**src/rtl/cover_motor_command_framer_core_defines.svh**
```systemverilog
// -----------------------------------------------------------------------------
// Assertion macros for the cover motor command framer
// Shared check templates, clocked on aclk and held off during reset.
// -----------------------------------------------------------------------------
`ifndef COVER_MOTOR_COMMAND_FRAMER_CORE_DEFINES_SVH
`define COVER_MOTOR_COMMAND_FRAMER_CORE_DEFINES_SVH

// Check that cons holds in the same cycle as ante
`define CMFC_ASSERT_SAME(label, ante, cons) \
    label: assert property (@(posedge aclk) disable iff (!aresetn) (ante) |-> (cons)) \
        else $error("cmfc: same-cycle check failed");

// Check that cons holds in the cycle after ante
`define CMFC_ASSERT_NEXT(label, ante, cons) \
    label: assert property (@(posedge aclk) disable iff (!aresetn) (ante) |=> (cons)) \
        else $error("cmfc: next-cycle check failed");

`endif

```
**src/rtl/cmfc_pkg.sv**
```systemverilog
// -----------------------------------------------------------------------------
// cmfc_pkg
// Types, frame constants, CRC-16/Modbus byte update and the control store
// of the command framer.
// -----------------------------------------------------------------------------
package cmfc_pkg;

    // Frame constants
    localparam logic [7:0]  FRAME_SYNC   = 8'h55;
    localparam logic [7:0]  FRAME_KIND   = 8'h03;
    localparam logic [7:0]  CMD_OPEN     = 8'h01;
    localparam logic [7:0]  CMD_CLOSE    = 8'h02;
    localparam logic [7:0]  CMD_STOP     = 8'h03;
    localparam logic [7:0]  CMD_POSITION = 8'h04;
    localparam logic [15:0] CRC_INIT     = 16'hFFFF;
    localparam logic [15:0] CRC_POLY     = 16'hA001;
    localparam logic [6:0]  FULL_PERCENT = 7'd100;

    localparam int STEP_W = 3;

    typedef struct packed {
        logic       has_position;
        logic [6:0] position_percent;
        logic       stop_request;
    } in_item_t;

    typedef struct packed {
        logic [7:0] frame_byte;
        logic       frame_end;
        logic       run_end;
    } out_item_t;

    // Which byte the datapath puts on the output
    typedef enum logic [2:0] {
        SEL_SYNC,
        SEL_ID_LO,
        SEL_ID_HI,
        SEL_KIND,
        SEL_CMD,
        SEL_ARG,
        SEL_CRC_LO,
        SEL_CRC_HI
    } byte_sel_t;

    // How the step counter moves after a step
    typedef enum logic [1:0] {
        JMP_NEXT,
        JMP_SKIP_NO_ARG,
        JMP_END
    } jump_t;

    typedef struct packed {
        byte_sel_t         sel;
        logic              crc_upd;
        logic              frame_end;
        jump_t             jmp;
        logic [STEP_W-1:0] target;
    } ctl_word_t;

    // Control store: one word per frame byte
    function automatic ctl_word_t ctl_rom(input logic [STEP_W-1:0] step);
        ctl_word_t w;
        w = '{sel: SEL_SYNC, crc_upd: 1'b1, frame_end: 1'b0, jmp: JMP_NEXT,
              target: '0};
        unique case (step)
            3'd0: w.sel = SEL_SYNC;
            3'd1: w.sel = SEL_ID_LO;
            3'd2: w.sel = SEL_ID_HI;
            3'd3: w.sel = SEL_KIND;
            3'd4: begin
                w.sel    = SEL_CMD;
                w.jmp    = JMP_SKIP_NO_ARG;
                w.target = 3'd6;
            end
            3'd5: w.sel = SEL_ARG;
            3'd6: begin
                w.sel     = SEL_CRC_LO;
                w.crc_upd = 1'b0;
            end
            3'd7: begin
                w.sel       = SEL_CRC_HI;
                w.crc_upd   = 1'b0;
                w.frame_end = 1'b1;
                w.jmp       = JMP_END;
            end
        endcase
        return w;
    endfunction

    // Fold one byte into a reflected CRC-16 (poly 0xA001)
    function automatic logic [15:0] crc_byte(input logic [15:0] crc,
                                             input logic [7:0]  data);
        logic [15:0] acc;
        acc = crc ^ {8'h00, data};
        for (int b = 0; b < 8; b++) begin
            if (acc[0]) begin
                acc = (acc >> 1) ^ CRC_POLY;
            end else begin
                acc = acc >> 1;
            end
        end
        return acc;
    endfunction

endpackage

```
**src/rtl/cmfc_microseq.sv**
```systemverilog
// -----------------------------------------------------------------------------
// cmfc_microseq
// Step counter over the control store; issues one control word per step.
// -----------------------------------------------------------------------------
module cmfc_microseq
    import cmfc_pkg::*;
(
    input  logic      aclk,
    input  logic      aresetn,
    input  logic      start,
    input  logic      advance,
    input  logic      no_arg,
    output ctl_word_t ctl
);

    logic [STEP_W-1:0] step_reg;
    logic [STEP_W-1:0] step_next;

    assign ctl = ctl_rom(step_reg);

    // Pick the next step from the jump field
    always_comb begin
        step_next = step_reg;
        if (start) begin
            step_next = '0;
        end else if (advance) begin
            unique case (ctl.jmp)
                JMP_NEXT:        step_next = step_reg + 1'b1;
                JMP_SKIP_NO_ARG: step_next = no_arg ? ctl.target : step_reg + 1'b1;
                JMP_END:         step_next = '0;
                default:         step_next = '0;
            endcase
        end
    end

    always_ff @(posedge aclk) begin
        if (!aresetn) begin
            step_reg <= '0;
        end else begin
            step_reg <= step_next;
        end
    end

endmodule

```
**src/rtl/cover_motor_command_framer_core.sv**
```systemverilog
// -----------------------------------------------------------------------------
// cover_motor_command_framer_core
// Builds the motor-cover command frames for one request, one byte per
// transfer, each frame closed by a CRC-16/Modbus, low byte first.
// -----------------------------------------------------------------------------
//  channel  ports                       moves
//  input    s_valid/s_ready/s_payload   one request (position, stop)
//  output   m_valid/m_ready/m_payload   one frame byte with end flags
//  config   cfg_wr_en/index/data        device id low (0), high (1)
//
//  A request is taken in its accept cycle; a frame has 7 or 8 bytes, and a
//  position plus stop sends two frames, paced by the microsequencer
//  stepping one control word per cycle while m_ready does not stall the
//  output. An empty request finishes in its accept cycle.
//  Reset (aresetn low, synchronous) clears the id registers and control.
//  A stall on m_ready freezes the sequencer; the next request is taken in
//  the cycle after the last byte enters the output register.
// -----------------------------------------------------------------------------
`include "cover_motor_command_framer_core_defines.svh"

module cover_motor_command_framer_core
    import cmfc_pkg::*;
(
    input  logic       aclk,
    input  logic       aresetn,
    input  logic       s_valid,
    output logic       s_ready,
    input  in_item_t   s_payload,
    output logic       m_valid,
    input  logic       m_ready,
    output out_item_t  m_payload,
    input  logic       cfg_wr_en,
    input  logic [1:0] cfg_wr_index,
    input  logic [7:0] cfg_wr_data
);

    localparam logic [1:0] CFG_DEVICE_ID_LOW  = 2'd0;
    localparam logic [1:0] CFG_DEVICE_ID_HIGH = 2'd1;

    logic [7:0]  id_lo_reg;
    logic [7:0]  id_hi_reg;
    logic        busy_reg;
    logic [7:0]  cmd_reg;
    logic [6:0]  arg_reg;
    logic        with_arg_reg;
    logic        stop_pending_reg;
    logic [15:0] crc_reg;
    logic        m_valid_reg;
    out_item_t   m_payload_reg;

    ctl_word_t   ctl;
    logic        s_accept;
    logic        s_nonempty;
    logic        advance;
    logic        start;
    logic [7:0]  byte_mux;
    logic [6:0]  pct_sat;
    logic [7:0]  pos_cmd;

    assign s_ready    = !busy_reg;
    assign s_accept   = s_valid && s_ready;
    assign s_nonempty = s_payload.has_position || s_payload.stop_request;
    assign advance    = busy_reg && (!m_valid_reg || m_ready);
    assign start      = s_accept;
    assign m_valid    = m_valid_reg;
    assign m_payload  = m_payload_reg;

    cmfc_microseq u_seq (
        .aclk    (aclk),
        .aresetn (aresetn),
        .start   (start),
        .advance (advance),
        .no_arg  (!with_arg_reg),
        .ctl     (ctl)
    );

    // Saturate percent and choose the position command
    always_comb begin
        pct_sat = (s_payload.position_percent > FULL_PERCENT) ?
                  FULL_PERCENT : s_payload.position_percent;
        priority if (pct_sat == FULL_PERCENT) begin
            pos_cmd = CMD_OPEN;
        end else if (pct_sat == 7'd0) begin
            pos_cmd = CMD_CLOSE;
        end else begin
            pos_cmd = CMD_POSITION;
        end
    end

    // Select the outgoing byte
    always_comb begin
        unique case (ctl.sel)
            SEL_SYNC:   byte_mux = FRAME_SYNC;
            SEL_ID_LO:  byte_mux = id_lo_reg;
            SEL_ID_HI:  byte_mux = id_hi_reg;
            SEL_KIND:   byte_mux = FRAME_KIND;
            SEL_CMD:    byte_mux = cmd_reg;
            SEL_ARG:    byte_mux = {1'b0, arg_reg};
            SEL_CRC_LO: byte_mux = crc_reg[7:0];
            SEL_CRC_HI: byte_mux = crc_reg[15:8];
            default:    byte_mux = FRAME_SYNC;
        endcase
    end

    // Configuration registers
    always_ff @(posedge aclk) begin
        if (!aresetn) begin
            id_lo_reg <= '0;
            id_hi_reg <= '0;
        end else if (cfg_wr_en) begin
            if (cfg_wr_index == CFG_DEVICE_ID_LOW) begin
                id_lo_reg <= cfg_wr_data;
            end
            if (cfg_wr_index == CFG_DEVICE_ID_HIGH) begin
                id_hi_reg <= cfg_wr_data;
            end
        end
    end

    // Request control, CRC and output register
    always_ff @(posedge aclk) begin
        if (!aresetn) begin
            busy_reg         <= 1'b0;
            stop_pending_reg <= 1'b0;
            m_valid_reg      <= 1'b0;
        end else begin
            // Load a new byte, or drop the output once it is transferred
            if (advance) begin
                m_valid_reg <= 1'b1;
            end else if (m_ready) begin
                m_valid_reg <= 1'b0;
            end
            // Load a request; an empty one causes no frame
            if (s_accept) begin
                crc_reg <= CRC_INIT;
                arg_reg <= pct_sat;
                if (s_payload.has_position) begin
                    busy_reg         <= 1'b1;
                    cmd_reg          <= pos_cmd;
                    with_arg_reg     <= (pos_cmd == CMD_POSITION);
                    stop_pending_reg <= s_payload.stop_request;
                end else if (s_payload.stop_request) begin
                    busy_reg         <= 1'b1;
                    cmd_reg          <= CMD_STOP;
                    with_arg_reg     <= 1'b0;
                    stop_pending_reg <= 1'b0;
                end
            end
            // Emit one byte per step
            if (advance) begin
                m_payload_reg.frame_byte   <= byte_mux;
                m_payload_reg.frame_end    <= ctl.frame_end;
                m_payload_reg.run_end      <= ctl.frame_end && !stop_pending_reg;
                if (ctl.crc_upd) begin
                    crc_reg <= crc_byte(crc_reg, byte_mux);
                end
                if (ctl.frame_end) begin
                    if (stop_pending_reg) begin
                        cmd_reg          <= CMD_STOP;
                        with_arg_reg     <= 1'b0;
                        stop_pending_reg <= 1'b0;
                        crc_reg          <= CRC_INIT;
                    end else begin
                        busy_reg <= 1'b0;
                    end
                end
            end
        end
    end

    // Checks
    `CMFC_ASSERT_SAME(a_run_end_on_frame_end, m_valid && m_payload.run_end, m_payload.frame_end)
    `CMFC_ASSERT_NEXT(a_busy_after_request, s_accept && s_nonempty, !s_ready)
    `CMFC_ASSERT_SAME(a_idle_after_run_end, $fell(busy_reg), m_valid_reg && m_payload_reg.run_end)

endmodule
```
**config.mk**
```make
export PLATFORM = sky130hd
export DESIGN_NAME = cover_motor_command_framer_core
export DESIGN_NICKNAME = d
export VERILOG_FILES = /design/src/rtl/cmfc_pkg.sv /design/src/rtl/cmfc_microseq.sv /design/src/rtl/cover_motor_command_framer_core.sv
export VERILOG_INCLUDE_DIRS = /design/src /design/src/rtl
export SDC_FILE = /design/constraint.sdc
export NUM_CORES = 1
export LEC_CHECK = 0
export BUFFER_PORTS_ARGS = -buffer_cell sky130_fd_sc_hd__buf_2
export CORE_MARGIN = 3
export CORE_UTILIZATION = 25
export CTS_BUF_LIST = sky130_fd_sc_hd__clkbuf_2
export DETAILED_ROUTE_END_ITERATION = 8
export PLACE_DENSITY = 0.45
export SLEW_MARGIN = 10
export SYNTH_ARGS = -nofsm -noshare
export SYNTH_HDL_FRONTEND = slang
export SYNTH_SLANG_ARGS = --single-unit
```
**constraint.sdc**
```tcl
create_clock -name aclk -period 4.2 [get_ports aclk]
set_input_delay 0.42 -clock aclk [delete_from_list [all_inputs] [get_ports aclk]]
set_output_delay 0.42 -clock aclk [all_outputs]
set_load 0.05 [all_outputs]
```
==> out/results.tsv, run 1 <==
metric	value	unit
Worst Path Arrival	4030	ps
FP Rows	43	
ys async rst share	0	%
Worst R2R Setup Slack	580	ps
YS warnings	0	
Worst Reg2Reg Path Length in Cells	11	
CTS H-tree lvls	3	
Layout Skew	30.4	ps
Synth Flop Type	edfxtp_1	
outcome	completed	
Setup CP Type	flop to flop	
total grt overflow	0	
hold path depth	1	
clk_lat worst skew	560	ps
initial DRC count	173	
Max Cap Viol	0	
layout cells sized above 1	19.2	%
Vias	2721	
RSZ-0062 raised after global routing	no	
number of distinct library cells after synthesis	60	
Hold Path Class	primary input to flop	
Hold Path End	arg_reg[5]$_DFFE_PP_	
Hold Crit Start	s_payload[6]	
Crit-path slowest cell	xor3_1	
Final Hold Violating Endpoints	0	
Max Slew Vio Count	0	
PortBufs	35	
GRT Max-Usage Layer	met2	
cts repair resizes	0	
Die X	126	um
global-route wire length before repair	15.2	mm
cells along the critical path	ha_1 > ha_1 > nor3_2 > buf_4 > mux2i_1 > a222oi_1 > mux2i_1 > xor2_2 > xnor2_2 > xor3_1 > o211ai_2	
root buf cell	clkbuf_2	
share of Yosys cell area claimed by the top area cell type	35.2	%
power per cell area	351	nW/um2
initial antenna violation count	1	
met1 Use GR	17.4	%
Worst Setup SP	u_seq.step_reg[0]$_SDFFE_PP0P_	
CTS tree	yes	
max FFs per register	16	
core footprint	13900	um2
Worst R2R Start	u_seq.step_reg[0]$_SDFFE_PP0P_	
Residual DRC	0	
crit path max fanout	13	
fin crit share	86.3	%
Post-CTS Setup Bufs	0	
Via-to-Cell Ratio	4.72	
RePlAce Congestion	0.790	
GR Util All Layers	12.3	%
f_max	0.276	GHz
Wirelength per Cell	16.2	um
CP endpoint kind	flop	
total CTS buffers	9	
largest area contributor in the netlist	edfxtp_1	
Die Height	126	um
Sink Count	64	
fill count	1480	
Synth area leaders	edfxtp_1, dfxtp_1, mux2i_1, nor2_1, a21oi_1	
IO Pins	36	
post-synthesis cell count	357	
Layout Nets	420	
RR Endpoint	crc_reg[0]$_DFFE_PP_	
number of global-route vias before repair	2708	
die footprint	15800	um2
Initial Util	25.7	%
area delta synth->final	13.3	%
Seq/Total Area, Yosys	47.4	%
Startpoint Class	flop	
Critical Path RT	4600	ps
Syn Area/Cell	10.0	um2
remaining antenna violation count	0	
maximum clock path buffer count	2	
hold_buf cts	0	
Syn Std Cell Area	3590	um2
drt pass-1 iters	4	
met3 Track Usage GR	3.48	%
PnR worst setup slack	575	ps
Synth Register Bits	64	
Final min period	3620	ps
Worst Tran Pin Value	833	ps
dpl ws	578	ps
Max IR drop VDD	0.0000977	V
Largest stage delay, worst path	470	ps
Leak	1.56	nW
final wirelength	9.34	mm
Rel. slew slack	44.5	%
HPWL Detailed	6.86	mm
setup violators final	0	
GR Util met2	18.0	%
Synthesized Nets	386	
register clock-pin slew on the reported worst setup and hold paths	180	ps
Post-synth EDFFs	42	
setup_tns	0	ps
pin count of the biggest net entering global routing	30	
where the power goes:
part	total [mW]	leakage [nW]	internal, mW	switching (mW)
Clock	0.370	0.0709	0.133	0.238
Combinational	0.294	0.937	0.131	0.163
Sequential	0.761	0.556	0.723	0.0378
Total	1.43	1.56	0.987	0.438
worst max-delay path, delay by kind of cell, from the launching register on:
kind	cells	cell delay (ps)
AO/OA/AOI/OAI	2	580
adder cells (fa/ha/maj)	2	590
multiplexers	2	580
buffers and inverters	1	220
XOR/XNOR	3	910
AND/OR/NAND/NOR	1	220
flip-flops	1	390
per-layer routing:
layer,wire length (um),up-vias
li1,-,1354
met1,4780,1303
met2,4070,53
met3,358,11
met4,136,0
met5,0,-
per-stage QoR:
stage	std cells	cell area, um2	total power, mW	utilization [%]	hold WS, ps
after floorplan	357	3590	0.987	-	452
after global placement	559	3950	1.07	28.3	487
after detailed placement	559	3950	1.07	28.3	492
after CTS	575	4050	1.44	29.1	3.72
after global routing	577	4060	1.51	29.2	11.5
final	577	4060	1.43	29.2	80.3
layout by cell type, fill, tap and decap left out, drive strengths merged, types with 3 or more instances in the layout:
master | synthesis | routed
mux2 | 4 | 4
nand3 | 11 | 11
a21oi | 29 | 29
ha | 5 | 5
o31a | 3 | 3
nor2 | 45 | 45
o21ai | 15 | 15
and2 | 5 | 5
edfxtp | 42 | 42
nor3 | 13 | 13
nor2b | 6 | 6
clkinv | 1 | 5
nor4 | 5 | 5
o31ai | 6 | 6
nand2b | 3 | 3
a21o | 5 | 5
mux2i | 21 | 21
a211oi | 5 | 5
xor2 | 8 | 8
buf | 10 | 44
xnor2 | 12 | 12
and3 | 8 | 8
clkbuf | 12 | 10
nand2 | 26 | 26
dfxtp | 22 | 22
inv | 8 | 9
cells in the mapped netlist (all sizes together), types with 10 or more instances:
cell,number
edfxtp,42
o21ai,15
nand2,26
clkbuf,12
dfxtp,22
nand3,11
mux2i,21
buf,10
xnor2,12
nor2,45
nor3,13
a21oi,29
logic make-up after synthesis:
family | after synthesis | share of synthesized area, %
flops | 64 | 47.4
simple gates | 134 | 18.6
compound gates | 77 | 14.7
xor+xnor | 21 | 6.49
fa+ha+maj | 5 | 1.74
mux | 25 | 7.12
buf+inv | 31 | 3.91
worst max-delay path by stage:
stage                     slack [ps]              endpoint  depth (start not counted)
after global routing             270  crc_reg[0]$_DFFE_PP_                         10
after CTS                        530  crc_reg[0]$_DFFE_PP_                         10
final                            580  crc_reg[0]$_DFFE_PP_                         11
after floorplan                  910  crc_reg[0]$_DFFE_PP_                         12
after detailed placement         580  crc_reg[0]$_DFFE_PP_                         11
after global placement           650  crc_reg[0]$_DFFE_PP_                         11
area by class of cell:
| class | count | area (um2) | share of cell area [%] |
|---|---|---|---|
| clock buffer | 10 | 50.0 | 1.23 |
| clock inverter | 6 | 51.3 | 1.26 |
| timing repair buffer | 45 | 253 | 6.22 |
| inverter | 9 | 33.8 | 0.832 |
| multi-input combinational | 262 | 1750 | 43.0 |
| tap | 180 | 225 | 5.54 |
| sequential | 64 | 1700 | 41.9 |
| antenna | 1 | 2.50 | 0.0616 |
Note: power is estimated with default switching activity, not from simulation.
==> run 2, diff against run 1 <==
--- a/config.mk
+++ b/config.mk
@@ -6,12 +6,12 @@
 export SDC_FILE = /design/constraint.sdc
 export NUM_CORES = 1
 export LEC_CHECK = 0
-export BUFFER_PORTS_ARGS = -buffer_cell sky130_fd_sc_hd__buf_2
+export BUFFER_PORTS_ARGS = -buffer_cell sky130_fd_sc_hd__buf_4
 export CORE_MARGIN = 3
-export CORE_UTILIZATION = 25
+export CORE_UTILIZATION = 30
 export CTS_BUF_LIST = sky130_fd_sc_hd__clkbuf_2
 export DETAILED_ROUTE_END_ITERATION = 8
-export PLACE_DENSITY = 0.45
+export PLACE_DENSITY = 0.51
 export SLEW_MARGIN = 10
 export SYNTH_ARGS = -nofsm -noshare
 export SYNTH_HDL_FRONTEND = slang
==> run 2 against run 1 <==
Sequential cell count is the same. Largest cell class unchanged. Wire length shrank 5.5%. Critical path type unchanged. Highest routed layer unchanged. Cell area grew 0.25%. Largest power group unchanged.
==> out/results.tsv, run 2 (synthesized netlist as in run 1, its figures left out) <==
metric	value	unit	change
Worst Tran Pin Value	944	ps	+111 ps
Hold Path Class	primary input to flop		
final wirelength	8.82	mm	-5.5%
DP Cell Count	519		-7.2%
drt pass-1 iters	4		unchanged
Layout Skew	22.0	ps	-8.37 ps
die footprint	13300	um2	-16%
Initial Util	31.0	%	+5.3 points
remaining antenna violation count	0		unchanged
most common cell after layout, fill and taps aside	nor2_1		
CTS H-tree lvls	3		unchanged
cts repair resizes	0		unchanged
Wirelength per Cell	16.5	um	+1.9%
register clock-pin slew on the reported worst setup and hold paths	180	ps	about the same
Hold WS	94.8	ps	+14.4 ps
max FFs per register	16		unchanged
PortBufs	35		unchanged
PnR worst setup slack	536	ps	-39.2 ps
hold path depth	1		unchanged
CP endpoint kind	flop		
Rel. slew slack	37.0	%	-7.5 points
Final min period	3660	ps	+39.2 ps
Critical Path RT	4570	ps	-30 ps
setup violators final	0		unchanged
Hold Crit Start	s_payload[6]		
Worst Path Arrival	4040	ps	about the same
Residual DRC	0		unchanged
layout cells sized above 1	19.1	%	-0.059 points
root buf cell	clkbuf_2		
Placed Area	3970	um2	+0.48%
Sink Count	64		unchanged
CTS tree	yes		
Layout Utilization	35.2	%	+6.1 points
most frequent cells in the layout	nor2_1, edfxtp_1, buf_4		
Leak	1.58	nW	+1.3%
fill count	1196		-19%
Setup CP Type	flop to flop		
total power	1.42	mW	-0.23%
Max Cap Viol	0		unchanged
initial DRC count	173		unchanged
dpl ws	551	ps	-27.0 ps
Hold Path End	arg_reg[5]$_DFFE_PP_		
Final Non-Filler Cells	535		-7.3%
post-route cell area	4070	um2	+0.25%
Startpoint Class	flop		
f_max	0.273	GHz	-1.1%
RSZ-0062 raised after global routing	no		
clk_lat worst skew	520	ps	-40 ps
setup_tns	0	ps	unchanged
crit path max fanout	23		+10
Layout Nets	416		-0.95%
Max IR drop VDD	0.000160	V	+63%
outcome	completed		
Post-CTS Setup Bufs	0		unchanged
Via-to-Cell Ratio	4.99		+5.8%
Worst Setup SP	u_seq.step_reg[2]$_SDFFE_PP0P_		
fin crit share	87.2	%	+0.93 points
Vias	2670		-1.9%
power per cell area	349	nW/um2	-0.47%
RR Endpoint	crc_reg[0]$_DFFE_PP_		
IO Pins	36		unchanged
Worst R2R Start	u_seq.step_reg[2]$_SDFFE_PP0P_		
GR Util All Layers	14.2	%	+1.8 points
area delta synth->final	13.5	%	
Final Hold Violating Endpoints	0		unchanged
initial antenna violation count	0		-1
Die Height	115	um	-8.3%
pin count of the biggest net entering global routing	30		unchanged
Worst R2R Setup Slack	540	ps	-40 ps
Worst Reg2Reg Path Length in Cells	10		-1
global-route wire length before repair	14.3	mm	-6.3%
HPWL Detailed	6.59	mm	-4.0%
number of global-route vias before repair	2588		-4.4%
RePlAce Congestion	0.848		+7.4%
core footprint	11600	um2	-17%
maximum clock path buffer count	2		unchanged
Die X	115	um	-8.3%
hold_buf cts	0		unchanged
total grt overflow	0		unchanged
Max Slew Vio Count	0		unchanged
total CTS buffers	9		unchanged
ant diodes	0		-1
FP Rows	39		-9.3%
run 2: cell count changes in the layout (fill, tap and decap cells not counted), sizes merged:
cell and delta:
buf -3, dlygate4sd3 -1, inv -1, clkbuf +2
diode -1, clkinv -1
run 2: worst max-delay path by stage:
stage | endpoint | depth (start not counted)
after floorplan | crc_reg[0]$_DFFE_PP_ | 12
after global placement | crc_reg[0]$_DFFE_PP_ | 10
after detailed placement | crc_reg[0]$_DFFE_PP_ | 10
after CTS | crc_reg[0]$_DFFE_PP_ | 10
after global routing | crc_reg[0]$_DFFE_PP_ | 10
final | crc_reg[0]$_DFFE_PP_ | 10
run 2: metal layers:
metal / wire [um] / global-route usage (%)
met2: 3900 / 21.6
met4: 140 / 4.93
met5: 0 / 0
met3: 525 / 3.74
met1: 4250 / 19.5
run 2: final cells by class:
cell class / count / area [um2] / area share [%]
multi-input combinational: 262 / 1750 / 42.9
sequential: 64 / 1700 / 41.8
timing repair buffer: 41 / 308 / 7.56
tap: 143 / 179 / 4.39
clock buffer: 12 / 60.1 / 1.47
clock inverter: 4 / 45.0 / 1.11
inverter: 9 / 33.8 / 0.829
run 2: critical path, stage by stage (launching register included):
cell and delay [ps]:
dfxtp_1 400, buf_4 270, ha_1 450, or3_1 370, nand3_1 130, a22oi_1 530
xor2_1 160, a211oi_2 380, xnor2_2 200, xor3_1 470, o211ai_2 140
run 2: report_power, final:
part / switching [mW] / internal [mW] / leakage, nW / total (mW)
registers: 0.0379 / 0.723 / 0.556 / 0.761
clock network: 0.220 / 0.142 / 0.0757 / 0.362
logic: 0.161 / 0.138 / 0.952 / 0.299
==> run 3, diff against run 2 <==
--- a/config.mk
+++ b/config.mk
@@ -8,11 +8,10 @@
 export LEC_CHECK = 0
 export BUFFER_PORTS_ARGS = -buffer_cell sky130_fd_sc_hd__buf_4
 export CORE_MARGIN = 3
-export CORE_UTILIZATION = 30
+export CORE_UTILIZATION = 34
 export CTS_BUF_LIST = sky130_fd_sc_hd__clkbuf_2
 export DETAILED_ROUTE_END_ITERATION = 8
-export PLACE_DENSITY = 0.51
-export SLEW_MARGIN = 10
+export PLACE_DENSITY = 0.56
 export SYNTH_ARGS = -nofsm -noshare
 export SYNTH_HDL_FRONTEND = slang
 export SYNTH_SLANG_ARGS = --single-unit
==> run 3 against run 2 <==
Count of clock-buffer cells in the layout decreased by 1. Combinational power about the same. Critical endpoint unchanged. Non-clock buffer count increased by 1. Global-route usage increased by 1.6 points. Clock power decreased by 19%. Register-to-register slack got worse by 60 ps. Sequential share of layout area increased by 0.32 points. Critical path type unchanged. Largest power group unchanged. Setup slack got worse by 60 ps.
==> out/results.tsv, run 3 (synthesized netlist as in run 1, its figures left out) <==
metric	value	unit	change
outcome	completed		
die footprint	11800	um2	-11%
Die Height	109	um	-5.8%
PortBufs	35		unchanged
maximum clock path buffer count	2		unchanged
Worst Path Arrival	4070	ps	+30 ps
Top Layer Used	met4		
pin count of the biggest net entering global routing	30		unchanged
power per cell area	336	nW/um2	-3.9%
register clock-pin slew on the reported worst setup and hold paths	160	ps	-20 ps
Worst R2R Start	u_seq.step_reg[1]$_SDFFE_PP0P_		
remaining antenna violation count	0		unchanged
most common cell after layout, fill and taps aside	nor2_1		
ant diodes	0		unchanged
crit path capture	crc_reg[0]$_DFFE_PP_		
Wirelength per Cell	16.2	um	-1.6%
Max Cap Viol	0		unchanged
Sink Count	64		unchanged
Worst Setup SP	u_seq.step_reg[1]$_SDFFE_PP0P_		
fin crit share	88.7	%	+1.4 points
Max Slew Vio Count	0		unchanged
Hold WS	103	ps	+8.09 ps
total power	1.36	mW	-4.6%
Final Hold Violating Endpoints	0		unchanged
met1 wire length	4.12	mm	-3.1%
initial antenna violation count	0		unchanged
most frequent cells in the layout	nor2_1, edfxtp_1, buf_4		
RSZ-0062 raised after global routing	no		
CTS H-tree lvls	3		unchanged
max FFs per register	16		unchanged
initial DRC count	161		-6.9%
GR Util All Layers	15.7	%	+1.6 points
Via-to-Cell Ratio	5.11		+2.3%
Startpoint Class	flop		
global-route wire length before repair	14.0	mm	-2.0%
number of global-route vias before repair	2655		+2.6%
cells along the critical path	inv_1 > ha_1 > nor3_2 > buf_4 > mux2_1 > a221o_2 > xor2_4 > xor2_2 > xnor2_2 > xor3_1 > o211ai_2		
RePlAce Congestion	0.849		about the same
setup violators final	0		unchanged
Hold Path Class	primary input to flop		
met2 WL	3.88	mm	-0.56%
Layout Nets	417		+0.24%
Vias	2686		+0.60%
Rel. slew slack	41.5	%	+4.5 points
CP endpoint kind	flop		
Max IR drop VDD	0.000140	V	-13%
core footprint	10000	um2	-14%
RR Endpoint	crc_reg[0]$_DFFE_PP_		
drt pass-1 iters	4		unchanged
Layout Skew	15.5	ps	-6.50 ps
Post-CTS Setup Bufs	0		unchanged
Layout Utilization	40.4	%	+5.2 points
Leak	1.58	nW	-0.46%
met3 wire len	400	um	-24%
CTS tree	yes		
Crit-path slowest cell	dfxtp_1		
hold_buf cts	0		unchanged
root buf cell	clkbuf_2		
IO Pins	36		unchanged
layout cells sized above 1	19.1	%	-0.049 points
Largest stage delay, worst path	570	ps	+40 ps
crit path max fanout	15		-35%
Die X	109	um	-5.8%
Final min period	3720	ps	+60.5 ps
total grt overflow	0		unchanged
Worst Reg2Reg Path Length in Cells	11		+1
area delta synth->final	12.7	%	
Worst R2R Setup Slack	480	ps	-60 ps
Residual DRC	0		unchanged
HPWL Detailed	6.48	mm	-1.7%
Critical Path RT	4550	ps	-20 ps
setup_tns	0	ps	unchanged
total CTS buffers	9		unchanged
Worst Tran Pin Value	876	ps	-67.5 ps
final wirelength	8.54	mm	-3.3%
Initial Util	35.9	%	+4.9 points
f_max	0.268	GHz	-1.6%
fill count	1022		-15%
FP Rows	36		-7.7%
clk_lat worst skew	500	ps	-20 ps
Setup CP Type	flop to flop		
cts repair resizes	0		unchanged
run 3: stage by stage:
step / instances / area, um2 / setup WS (ps)
floorplan: 357 / 3590 / 911
global placement: 510 / 3960 / 640
detailed placement: 510 / 3960 / 506
CTS: 526 / 4040 / 460
global route: 526 / 4040 / 185
finish: 526 / 4040 / 476
run 3: where the power goes:
| group | switching [mW] | internal, mW | leakage, nW |
|---|---|---|---|
| clock network | 0.218 | 0.0771 | 0.0629 |
| logic | 0.160 | 0.138 | 0.958 |
| registers | 0.0407 | 0.723 | 0.556 |
run 3: area by class of cell:
cell class / instances / area [um2] / area share (%)
Clock buffer: 11 / 55.1 / 1.36
Multi-Input combinational cell: 262 / 1750 / 43.2
Clock inverter: 5 / 23.8 / 0.588
Timing Repair Buffer: 42 / 315 / 7.80
Inverter: 9 / 33.8 / 0.836
Sequential cell: 64 / 1700 / 42.1
Tap cell: 133 / 166 / 4.12
run 3: critical path: cells and delay by family (launching register included):
| family | cells | cell delay [ps] |
|---|---|---|
| buffers and inverters | 2 | 440 |
| adders and majority gates | 1 | 400 |
| muxes | 1 | 330 |
| and+or+nand+nor | 1 | 160 |
| AOI/OAI and AO/OA | 2 | 580 |
| xor gates and xnor gates | 4 | 1090 |
| DFF | 1 | 570 |
run 3: worst min-delay path by stage:
stage | from | to | slack (ps) | cells past startpoint
detailed placement | id_lo_reg[4]$_SDFFE_PN0P_ | id_lo_reg[4]$_SDFFE_PN0P_ | 490 | 2
global route | s_payload[7] | arg_reg[6]$_DFFE_PP_ | 60 | 1
global placement | id_lo_reg[1]$_SDFFE_PN0P_ | id_lo_reg[1]$_SDFFE_PN0P_ | 480 | 2
floorplan | id_lo_reg[1]$_SDFFE_PN0P_ | id_lo_reg[1]$_SDFFE_PN0P_ | 450 | 2
CTS | s_payload[7] | arg_reg[6]$_DFFE_PP_ | 60 | 1
finish | s_payload[7] | arg_reg[6]$_DFFE_PP_ | 100 | 1
run 3: routing by layer:
layer  GRT usage, %  vias to the layer above
li1               -                     1351
met1           21.5                     1260
met2           24.8                       64
met3           2.90                       11
met4           5.95                        0
met5              0                        -
